`config.mk`:
```
export PLATFORM = sky130hd
export DESIGN_NAME = sblc_cell
export DESIGN_NICKNAME = d
export VERILOG_FILES = /design/src/design/sblc_pkg.sv /design/src/design/sblc_cell.sv
export SDC_FILE = /design/constraint.sdc
export NUM_CORES = 1
export LEC_CHECK = 0
export BUFFER_PORTS_ARGS = -buffer_cell sky130_fd_sc_hd__buf_2
export CAP_MARGIN = 20
export CORE_AREA = 2 2 160 162
export DETAILED_ROUTE_END_ITERATION = 10
export DIE_AREA = 0 0 162 164
export GPL_ROUTABILITY_DRIVEN = 0
export PLACE_DENSITY = 0.61
export SLEW_MARGIN = 15
export SYNTH_ARGS = -nofsm -noshare
export SYNTH_HDL_FRONTEND = slang
export SYNTH_SLANG_ARGS = --single-unit
```
`constraint.sdc`:
```
create_clock -name clk -period 18.23 [get_ports clk]
set_input_delay 0.9115 -clock clk [delete_from_list [all_inputs] [get_ports clk]]
set_output_delay 0.9115 -clock clk [all_outputs]
set_load 0.01 [all_outputs]
```
`src/design/sblc_pkg.sv`:
```
// types and codes shared by the cache cells and the cache top level
// no dependencies
`default_nettype none
package sblc_pkg;

	localparam int FILE_W   = 16;
	localparam int OFFSET_W = 48;
	localparam int SIZE_W   = 17;
	localparam int HANDLE_W = 32;
	localparam int CAP_W    = 32;
	localparam int USED_W   = 33;
	localparam int STAT_W   = 32;

	typedef enum logic [1:0] {
		OP_LOOKUP = 2'd0,
		OP_INSERT = 2'd1,
		OP_INVAL  = 2'd2,
		OP_CLEAR  = 2'd3
	} opcode_t;

	typedef enum logic [2:0] {
		CELL_HOLD,
		CELL_PROMOTE,
		CELL_PUSH,
		CELL_REMOVE,
		CELL_DROP_LAST,
		CELL_CLEAR
	} cell_op_t;

	typedef struct packed {
		logic                valid;
		logic [FILE_W-1:0]   file;
		logic [OFFSET_W-1:0] offset;
		logic [SIZE_W-1:0]   size;
		logic [HANDLE_W-1:0] handle;
	} entry_t;

	typedef struct packed {
		cell_op_t            op;
		logic                file_only;
		logic [FILE_W-1:0]   file;
		logic [OFFSET_W-1:0] offset;
	} cell_cmd_t;

	typedef struct packed {
		logic first;
		logic last;
	} cell_stat_t;

endpackage
`default_nettype wire

```
`src/design/sblc_cell.sv`:
```
// one entry of the recency-ordered tag chain; position in the chain is the rank
// depends on sblc_pkg
`default_nettype none
module sblc_cell (
	input  wire                  clk,
	input  wire                  arst_n,
	input  sblc_pkg::cell_cmd_t  cmd,
	input  sblc_pkg::entry_t     prev,
	input  sblc_pkg::entry_t     next,
	input  wire                  pre_in,
	output logic                 pre_out,
	output sblc_pkg::entry_t     own,
	output sblc_pkg::cell_stat_t stat
);
	import sblc_pkg::*;

	logic   valid_q;
	entry_t data_q;
	logic   match;
	logic   take_prev;
	logic   take_next;
	logic   kill;

	always_comb begin
		own       = data_q;
		own.valid = valid_q;
	end

	assign match   = valid_q && data_q.file == cmd.file &&
		(cmd.file_only || data_q.offset == cmd.offset);
	assign pre_out = pre_in | match;
	assign stat.first = match & ~pre_in;
	assign stat.last  = valid_q & ~next.valid;

	always_comb begin
		take_prev = 1'b0;
		take_next = 1'b0;
		kill      = 1'b0;
		case (cmd.op)
			CELL_PROMOTE:   take_prev = ~pre_in;
			CELL_PUSH:      take_prev = 1'b1;
			CELL_REMOVE:    take_next = pre_out;
			CELL_DROP_LAST: kill = stat.last;
			CELL_CLEAR:     kill = 1'b1;
			default:        ;
		endcase
	end

	always_ff @(posedge clk or negedge arst_n) begin
		if (!arst_n) begin
			valid_q <= 1'b0;
		end else if (kill) begin
			valid_q <= 1'b0;
		end else if (take_prev) begin
			valid_q <= prev.valid;
		end else if (take_next) begin
			valid_q <= next.valid;
		end
	end

	always_ff @(posedge clk) begin
		if (take_prev) begin
			data_q <= prev;
		end else if (take_next) begin
			data_q <= next;
		end
	end
endmodule
`default_nettype wire

```
==> metrics, run 1 <==
first-pass GRT wire length ~25000 um; buffers added on ports between 400 and 500; via count of the first global-routing pass 4498; maximum number of pins on one net before global-route repair 63; average instance area after synthesis between 15 and 20 um2; TritonCTS Buffers 17; highest achievable clock rate between 0.2 and 0.3 GHz; die width 162 um; number of inserted diodes 0; ratio of routed vias to standard cells ~4.1; number of violations of the max-capacitance limit 0; drt drc 0; 1st-iter DRT viols 180; worst hold path class in -> async; clock insertion delay at the later pin of the skew report approximately 0.40 ns; global route total overflow 0; final critical path time including I/O delays and setup about 4 ns; Placement Cell Area 8085 um2; FF+latch count, synth about 110; peak fanout along the critical path 62; kind of critical path in -> reg; average routed wire per standard cell about 16 um; clock tree sinks roughly 110; WP data required 18.26 ns; dpl hpwl 14820 um; Post-CTS Hold Buffers 0; type of element capturing the critical path register; number of H-tree levels 4; layout net count ~1100; vertical die dimension between 150 and 200 um; total count of max-transition violations in the final report 0; ratio of cells with drive above 1 in the final layout between 70% and 80%; total die area roughly 27000 um2; critical path data arrival time ~3.9 ns; reg-to-reg critical path startpoint own[66]; clock root buffer sky130_fd_sc_hd__clkbuf_16; total leakage power between 3 and 4 nW; share of synthesized area occupied by flip-flops and latches between 60% and 70%; clock transition at the registers of the reported paths about 0.050 ns; summed negative setup slack over all endpoints 0 ns; final critical-path share of the clock period about a fifth; actual transition at the worst max-transition pin a little over 0.8 ns; number of gates resized after CTS 0; initial antenna violation count 1; total routing usage reported by global routing about 13%; final wirelength approximately 18000 um; Peak VDD IR approximately 0.049 mV; routed via count approximately 4600; number of failing setup endpoints in the final timing report 0; Final Hold Violating Endpoints 0; Power Dens Cells 88.79 nW/um2; post-route ant nets 0; CTS tree done; final worst clock skew 0.01098 ns; synthesized netlist cell count 352; relative max-transition margin a little under half; post-synthesis instance area between 5000 and 6000 um2; distinct cell type count of the synthesized netlist 28; result of the run complete, no violations; kind of launch point of the worst setup path primary input; post-route design area between 8000 and 9000 um2; Starting Density between 20% and 30%; Boundary Pins 416; synthesis warning total 0; Core Region between 20000 and 25000 um2; router iterations before antenna repair 4; setup repair after global routing missed its margin no; net count of the mapped netlist 651; clock buffer depth 2; post-CTS setup repair buffer count 0; r2r worst-path depth 7; register-to-register path setup slack roughly 15 ns; reg-to-reg endpoint own[90]; Cell Rows 58; signed area change from the synthesized netlist to the final layout 52.34%
==> report_power, final <==
part | internal, W | switching, W | leakage [nW]
sequential | 0.000319 | 0.0000124 | 1.07
combinational | 0.0000712 | 0.0000603 | 2.28
clock | 0.000184 | 0.000118 | 0.256
==> area by class of cell <==
cell class,instances,area [um2]
Timing Repair Buffer,419,2107
Tap cell,330,412.9
Clock inverter,12,95.09
Sequential cell,114,3418
Fill cell,2525,16210
Multi-Input combinational cell,223,2143
Inverter,1,3.754
Clock buffer,18,429.2
==> state kept, by name (all words and copies together) (netlist names) <==
name / flops
valid_q: 1
own: 113
==> cell usage after synthesis, drive strengths merged <==
| library cell | n | share of area (%) |
|---|---|---|
| a211oi | 1 | 0.22 |
| a31oi | 3 | 0.33 |
| mux2 | 113 | 23 |
| nand3 | 2 | 0.18 |
| o21bai | 2 | 0.27 |
| buf | 13 | 1.5 |
| edfxtp | 113 | 60 |
| clkbuf | 1 | 0.24 |
| or2b | 1 | 0.13 |
| and2b | 1 | 0.15 |
| o22ai | 1 | 0.11 |
| xnor2 | 64 | 9.9 |
| mux2i | 2 | 0.35 |
| o21ai | 2 | 0.18 |
| nor4b | 1 | 0.15 |
| inv | 1 | 0.066 |
| nand4 | 15 | 1.7 |
| nand2 | 3 | 0.20 |
| nor2 | 3 | 0.24 |
| nor3 | 1 | 0.088 |
| a21oi | 2 | 0.18 |
| nor4 | 4 | 0.55 |
| nor2b | 2 | 0.27 |
| dfrtp | 1 | 0.44 |
==> how the worst max path moves through the flow <==
stage	start	end	slack [ns]	depth (start not counted)
floorplan	cmd[6]	valid_q	11.40	6
global placement	cmd[29]	own[81]	13.83	8
detailed placement	cmd[30]	own[81]	13.82	8
CTS	cmd[30]	own[43]	14.25	8
global route	cmd[17]	own[43]	14.07	8
finish	cmd[17]	own[90]	14.34	8
==> cell usage in the layout (no fill, tap or decap), types with 2 or more instances in the layout <==
cell / synthesis / routed
sky130_fd_sc_hd__o21bai_1: 2 / 2
sky130_fd_sc_hd__nor4_1: 3 / 3
sky130_fd_sc_hd__buf_2: 5 / 415
sky130_fd_sc_hd__clkinv_2: 0 / 5
sky130_fd_sc_hd__mux2_2: 113 / 113
sky130_fd_sc_hd__o21ai_0: 2 / 2
sky130_fd_sc_hd__clkbuf_16: 0 / 17
sky130_fd_sc_hd__a31oi_1: 3 / 3
sky130_fd_sc_hd__nand3_1: 2 / 2
sky130_fd_sc_hd__clkinv_4: 0 / 2
sky130_fd_sc_hd__mux2i_1: 2 / 2
sky130_fd_sc_hd__nand4_1: 15 / 15
sky130_fd_sc_hd__edfxtp_1: 113 / 113
sky130_fd_sc_hd__nor2_1: 2 / 2
sky130_fd_sc_hd__nand2_1: 3 / 3
sky130_fd_sc_hd__clkinvlp_4: 0 / 2
sky130_fd_sc_hd__a21oi_1: 2 / 2
sky130_fd_sc_hd__xnor2_1: 64 / 64
sky130_fd_sc_hd__clkinv_1: 0 / 2
sky130_fd_sc_hd__buf_4: 8 / 4
==> routing by layer <==
layer	vias to the layer above	track usage, %	share of wire (%)
met5	-	0	0.098
met4	2	3.258	0.66
met3	7	4.773	9.3
met2	257	24.26	53
met1	2125	13.61	37
li1	2193	-	-
==> stage by stage <==
| stage | total power, W | worst slack (ns) | hold WS (ns) | util [%] | instances |
|---|---|---|---|---|---|
| after detailed placement | 0.0004704 | 13.82 | 0.6070 | 32.58 | 1087 |
| after CTS | 0.0007799 | 14.25 | 0.2528 | 34.69 | 1117 |
| after global routing | 0.0008005 | 14.07 | 0.2529 | 34.69 | 1117 |
| after global placement | 0.0004694 | 13.83 | 0.6074 | 32.58 | 1087 |
| final | 0.0007645 | 14.34 | 0.2821 | 34.69 | 1117 |
| after floorplan | 0.0004027 | 11.40 | 0.5616 | - | 352 |
==> kinds of logic after synthesis <==
group	share of synthesized area, %
xor+xnor	9.918
compound gates	1.284
mux	22.87
flops	60.48
simple gates	3.631
buf+inv	1.815
==> worst max-delay path, stage by stage <==
cell,delay (ns)
sky130_fd_sc_hd__buf_2,0.10
sky130_fd_sc_hd__xnor2_1,0.22
sky130_fd_sc_hd__nand4_1,0.15
sky130_fd_sc_hd__nor4_1,0.55
sky130_fd_sc_hd__a31oi_1,0.35
sky130_fd_sc_hd__a211oi_4,0.27
sky130_fd_sc_hd__buf_4,0.63
sky130_fd_sc_hd__buf_4,0.66
Note: power is estimated with default switching activity, not from simulation.
==> run 2, diff against run 1 <==
--- a/config.mk
+++ b/config.mk
@@ -5,11 +5,12 @@
 export SDC_FILE = /design/constraint.sdc
 export NUM_CORES = 1
 export LEC_CHECK = 0
+export ABC_AREA = 1
 export BUFFER_PORTS_ARGS = -buffer_cell sky130_fd_sc_hd__buf_2
 export CAP_MARGIN = 20
-export CORE_AREA = 2 2 160 162
+export CORE_AREA = 2 2 163 165
 export DETAILED_ROUTE_END_ITERATION = 10
-export DIE_AREA = 0 0 162 164
+export DIE_AREA = 0 0 165 167
 export GPL_ROUTABILITY_DRIVEN = 0
 export PLACE_DENSITY = 0.61
 export SLEW_MARGIN = 15
==> constraint.sdc (replaced) <==
create_clock -name clk -period 3.75 [get_ports clk]
set_input_delay 0.1875 -clock clk [delete_from_list [all_inputs] [get_ports clk]]
set_output_delay 0.1875 -clock clk [all_outputs]
set_load 0.01 [all_outputs]
==> metrics, run 2 <==
Non-Filler Instances 1200; result of the run complete, no violations; share of synthesized area occupied by flip-flops and latches a little under three fifths; peak fanout along the critical path between 50 and 60; clock tree sinks 114; hold path endpoint own[7]; worst hold stages 2; die width between 150 and 200 um; net count of the mapped netlist slightly above 700; vertical die dimension around 170 um; clock transition at the registers of the reported paths around 0.060 ns; final worst clock skew ~0.013 ns; r2r worst-path depth 12; Starting Density a little under a quarter; distinct cell type count of the synthesized netlist 20; clock buffer depth 2; actual transition at the worst max-transition pin approximately 0.67 ns; Worst Hold Launch prev[7]; total leakage power slightly above 4 nW; total routing usage reported by global routing between 10% and 20%; ratio of cells with drive above 1 in the final layout 66.36%; WP data required ~3.8 ns; total die area 27560 um2; initial antenna violation count 2; post-route ant nets 0; via count of the first global-routing pass roughly 5000; top cell types by occurrence after synthesis 113 x sky130_fd_sc_hd__edfxtp_1, 75 x sky130_fd_sc_hd__mux2_2, 65 x sky130_fd_sc_hd__nand2_1, 44 x sky130_fd_sc_hd__xnor2_1, 38 x sky130_fd_sc_hd__mux2_4; most frequent cells in the layout 415 x sky130_fd_sc_hd__buf_2, 113 x sky130_fd_sc_hd__edfxtp_1, 75 x sky130_fd_sc_hd__mux2_2, 65 x sky130_fd_sc_hd__nand2_1, 44 x sky130_fd_sc_hd__xnor2_1; fill cell count approximately 2600; average instance area after synthesis 13.94 um2; synthesis warning total 0; register-to-register path setup slack approximately 1.2 ns; number of gates resized after CTS 0; clock root buffer sky130_fd_sc_hd__clkbuf_16; final critical-path share of the clock period between 60% and 70%; total placed cells including tap cells between 1000 and 1500; maximum number of pins on one net before global-route repair about 70; Cell Rows between 50 and 60; top cell type's share of synthesized area 57.15%; number of failing setup endpoints in the final timing report 0; Core Region around 26000 um2; top_reg_cell synth sky130_fd_sc_hd__edfxtp_1; final wirelength 18480 um; most used standard cell by instance count after synthesis sky130_fd_sc_hd__edfxtp_1; reg-to-reg critical path startpoint own[81]; average routed wire per standard cell 15.40 um; Power Dens Cells 442.6 nW/um2; number of inserted diodes 0; global route total overflow 0; cell types with the largest area share after synthesis sky130_fd_sc_hd__edfxtp_1 57%, sky130_fd_sc_hd__mux2_2 14%, sky130_fd_sc_hd__mux2_4 9.6%, sky130_fd_sc_hd__xnor2_1 6.5%, sky130_fd_sc_hd__nand2_1 4.1%; most frequent standard cell in the layout excluding fill and tap cells sky130_fd_sc_hd__buf_2; Boundary Pins 416; FF+latch count, synth 114; kind of launch point of the worst setup path register; kind of critical path reg -> reg; post-CTS setup repair buffer count 0; asr flop ratio synth less than 1%; critical path data arrival time approximately 2.7 ns; summed negative setup slack over all endpoints 0 ns; post-route setup slack ~1.2 ns; layout net count between 1000 and 1500; Hold Worst Slack about 0.077 ns; CTS tree done; 1st-iter DRT viols 86; reg-to-reg endpoint own[49]; number of flops mapped to enable cells by yosys 113; setup repair after global routing missed its margin no; dpl hpwl ~15000 um; Final Hold Violating Endpoints 0; post-synthesis instance area 5937 um2; library cell occupying the most area in the post-synthesis netlist sky130_fd_sc_hd__edfxtp_1; highest achievable clock rate ~0.39 GHz; number of H-tree levels 4; total count of max-transition violations in the final report 0; drt drc 0; routed via count 4727; final critical path time including I/O delays and setup 2.593 ns; flip-flop count of the largest register, all copies and words added roughly 110; clock insertion delay at the later pin of the skew report between 0.4 and 0.5 ns; Peak VDD IR roughly 0.20 mV; number of violations of the max-capacitance limit 0; synthesized netlist cell count ~430; worst hold path class in -> reg; ratio of routed vias to standard cells slightly below 4; buffers added on ports roughly 420; first-pass GRT wire length approximately 26000 um; relative max-transition margin a little under three fifths; signed area change from the synthesized netlist to the final layout 51.21%; placement-stage worst setup slack between 0.9 and 1 ns; router iterations before antenna repair 4; type of element capturing the critical path register; TritonCTS Buffers 17
## run 2: changes by cell type in the layout (fill, tap and decap cells not counted), sizes merged, moves of 3 or more
cell	delta
clkinv	-7
nor2	+24
xnor2	-20
nand4	-10
nand2	+66
nor4	-4
xor2	+7
a31oi	-3
or2	+4
inv	+32
## run 2: worst max-delay path by stage
stage / from / end / slack (ns) / cells after the start
after CTS: own[81] / own[49] / 0.94 / 12
after detailed placement: own[81] / own[56] / 0.95 / 12
after global placement: own[84] / own[32] / 0.95 / 12
final: own[81] / own[49] / 1.16 / 12
after global routing: own[84] / own[26] / 0.74 / 12
after floorplan: own[73] / own[0] / 0.75 / 11
## run 2: cell type report
class | count | area [um2] | area share, %
inverter | 25 | 93.84 | 1.045
multi-input combinational | 274 | 2345 | 26.12
clock buffer | 17 | 425.4 | 4.739
timing repair buffer | 420 | 2130 | 23.72
clock inverter | 15 | 146.4 | 1.631
tap | 335 | 419.2 | 4.669
sequential | 114 | 3418 | 38.08
## run 2: worst max-delay path: stages, from the launching register on
cell and delay (ns):
sky130_fd_sc_hd__edfxtp_1 0.45, sky130_fd_sc_hd__xnor2_1 0.17, sky130_fd_sc_hd__nand2_1 0.07, sky130_fd_sc_hd__nor2_1 0.09, sky130_fd_sc_hd__nand2_1 0.08, sky130_fd_sc_hd__nor2_1 0.26
sky130_fd_sc_hd__nand3_1 0.16, sky130_fd_sc_hd__nand2_1 0.10, sky130_fd_sc_hd__nand2_1 0.07, sky130_fd_sc_hd__nand2_2 0.07, sky130_fd_sc_hd__nand2_2 0.07, sky130_fd_sc_hd__nand2_4 0.26
sky130_fd_sc_hd__buf_12 0.33
## run 2: kinds of logic (layout without fill, tap and decap cells)
group	after synthesis	after routing	share of synthesized area (%)
muxes	114	114	24.03
DFF	114	114	57.58
and+or+nand+nor	107	107	7.355
xor gates and xnor gates	51	51	7.524
buffers and inverters	38	477	3.245
AOI/OAI and AO/OA	2	2	0.2740
## run 2: what timing repair did
item	4_1_cts	5_1_grt
hold buffers	1	0
endpoints found under the setup margin	0	0
hold endpoints to repair	1	0
## run 2: metal layers
metal  wire length, um  global-route usage, %  vias up
li1                  -                      -     2354
met3              1541                  4.359       14
met2              9435                  23.33      230
met1              7264                  14.42     2129
met4               240                  4.008        0
met5                 0                      0        -
## run 2: power by group
group	switching (W)	internal [W]	leakage, nW
combinational	0.000356	0.000395	2.79
clock	0.000651	0.000930	0.270
sequential	0.0000682	0.00157	1.08
total	0.00107	0.00290	4.14
## run 2: stage by stage
stage | cell area (um2) | total power [W] | util, %
2_1_floorplan | 5937 | 0.002052 | -
3_3_place_gp | 8396 | 0.002422 | 32.59
3_5_place_dp | 8396 | 0.002433 | 32.59
4_1_cts | 8977 | 0.004047 | 34.85
5_1_grt | 8977 | 0.004165 | 34.85
6_report | 8977 | 0.003973 | 34.85
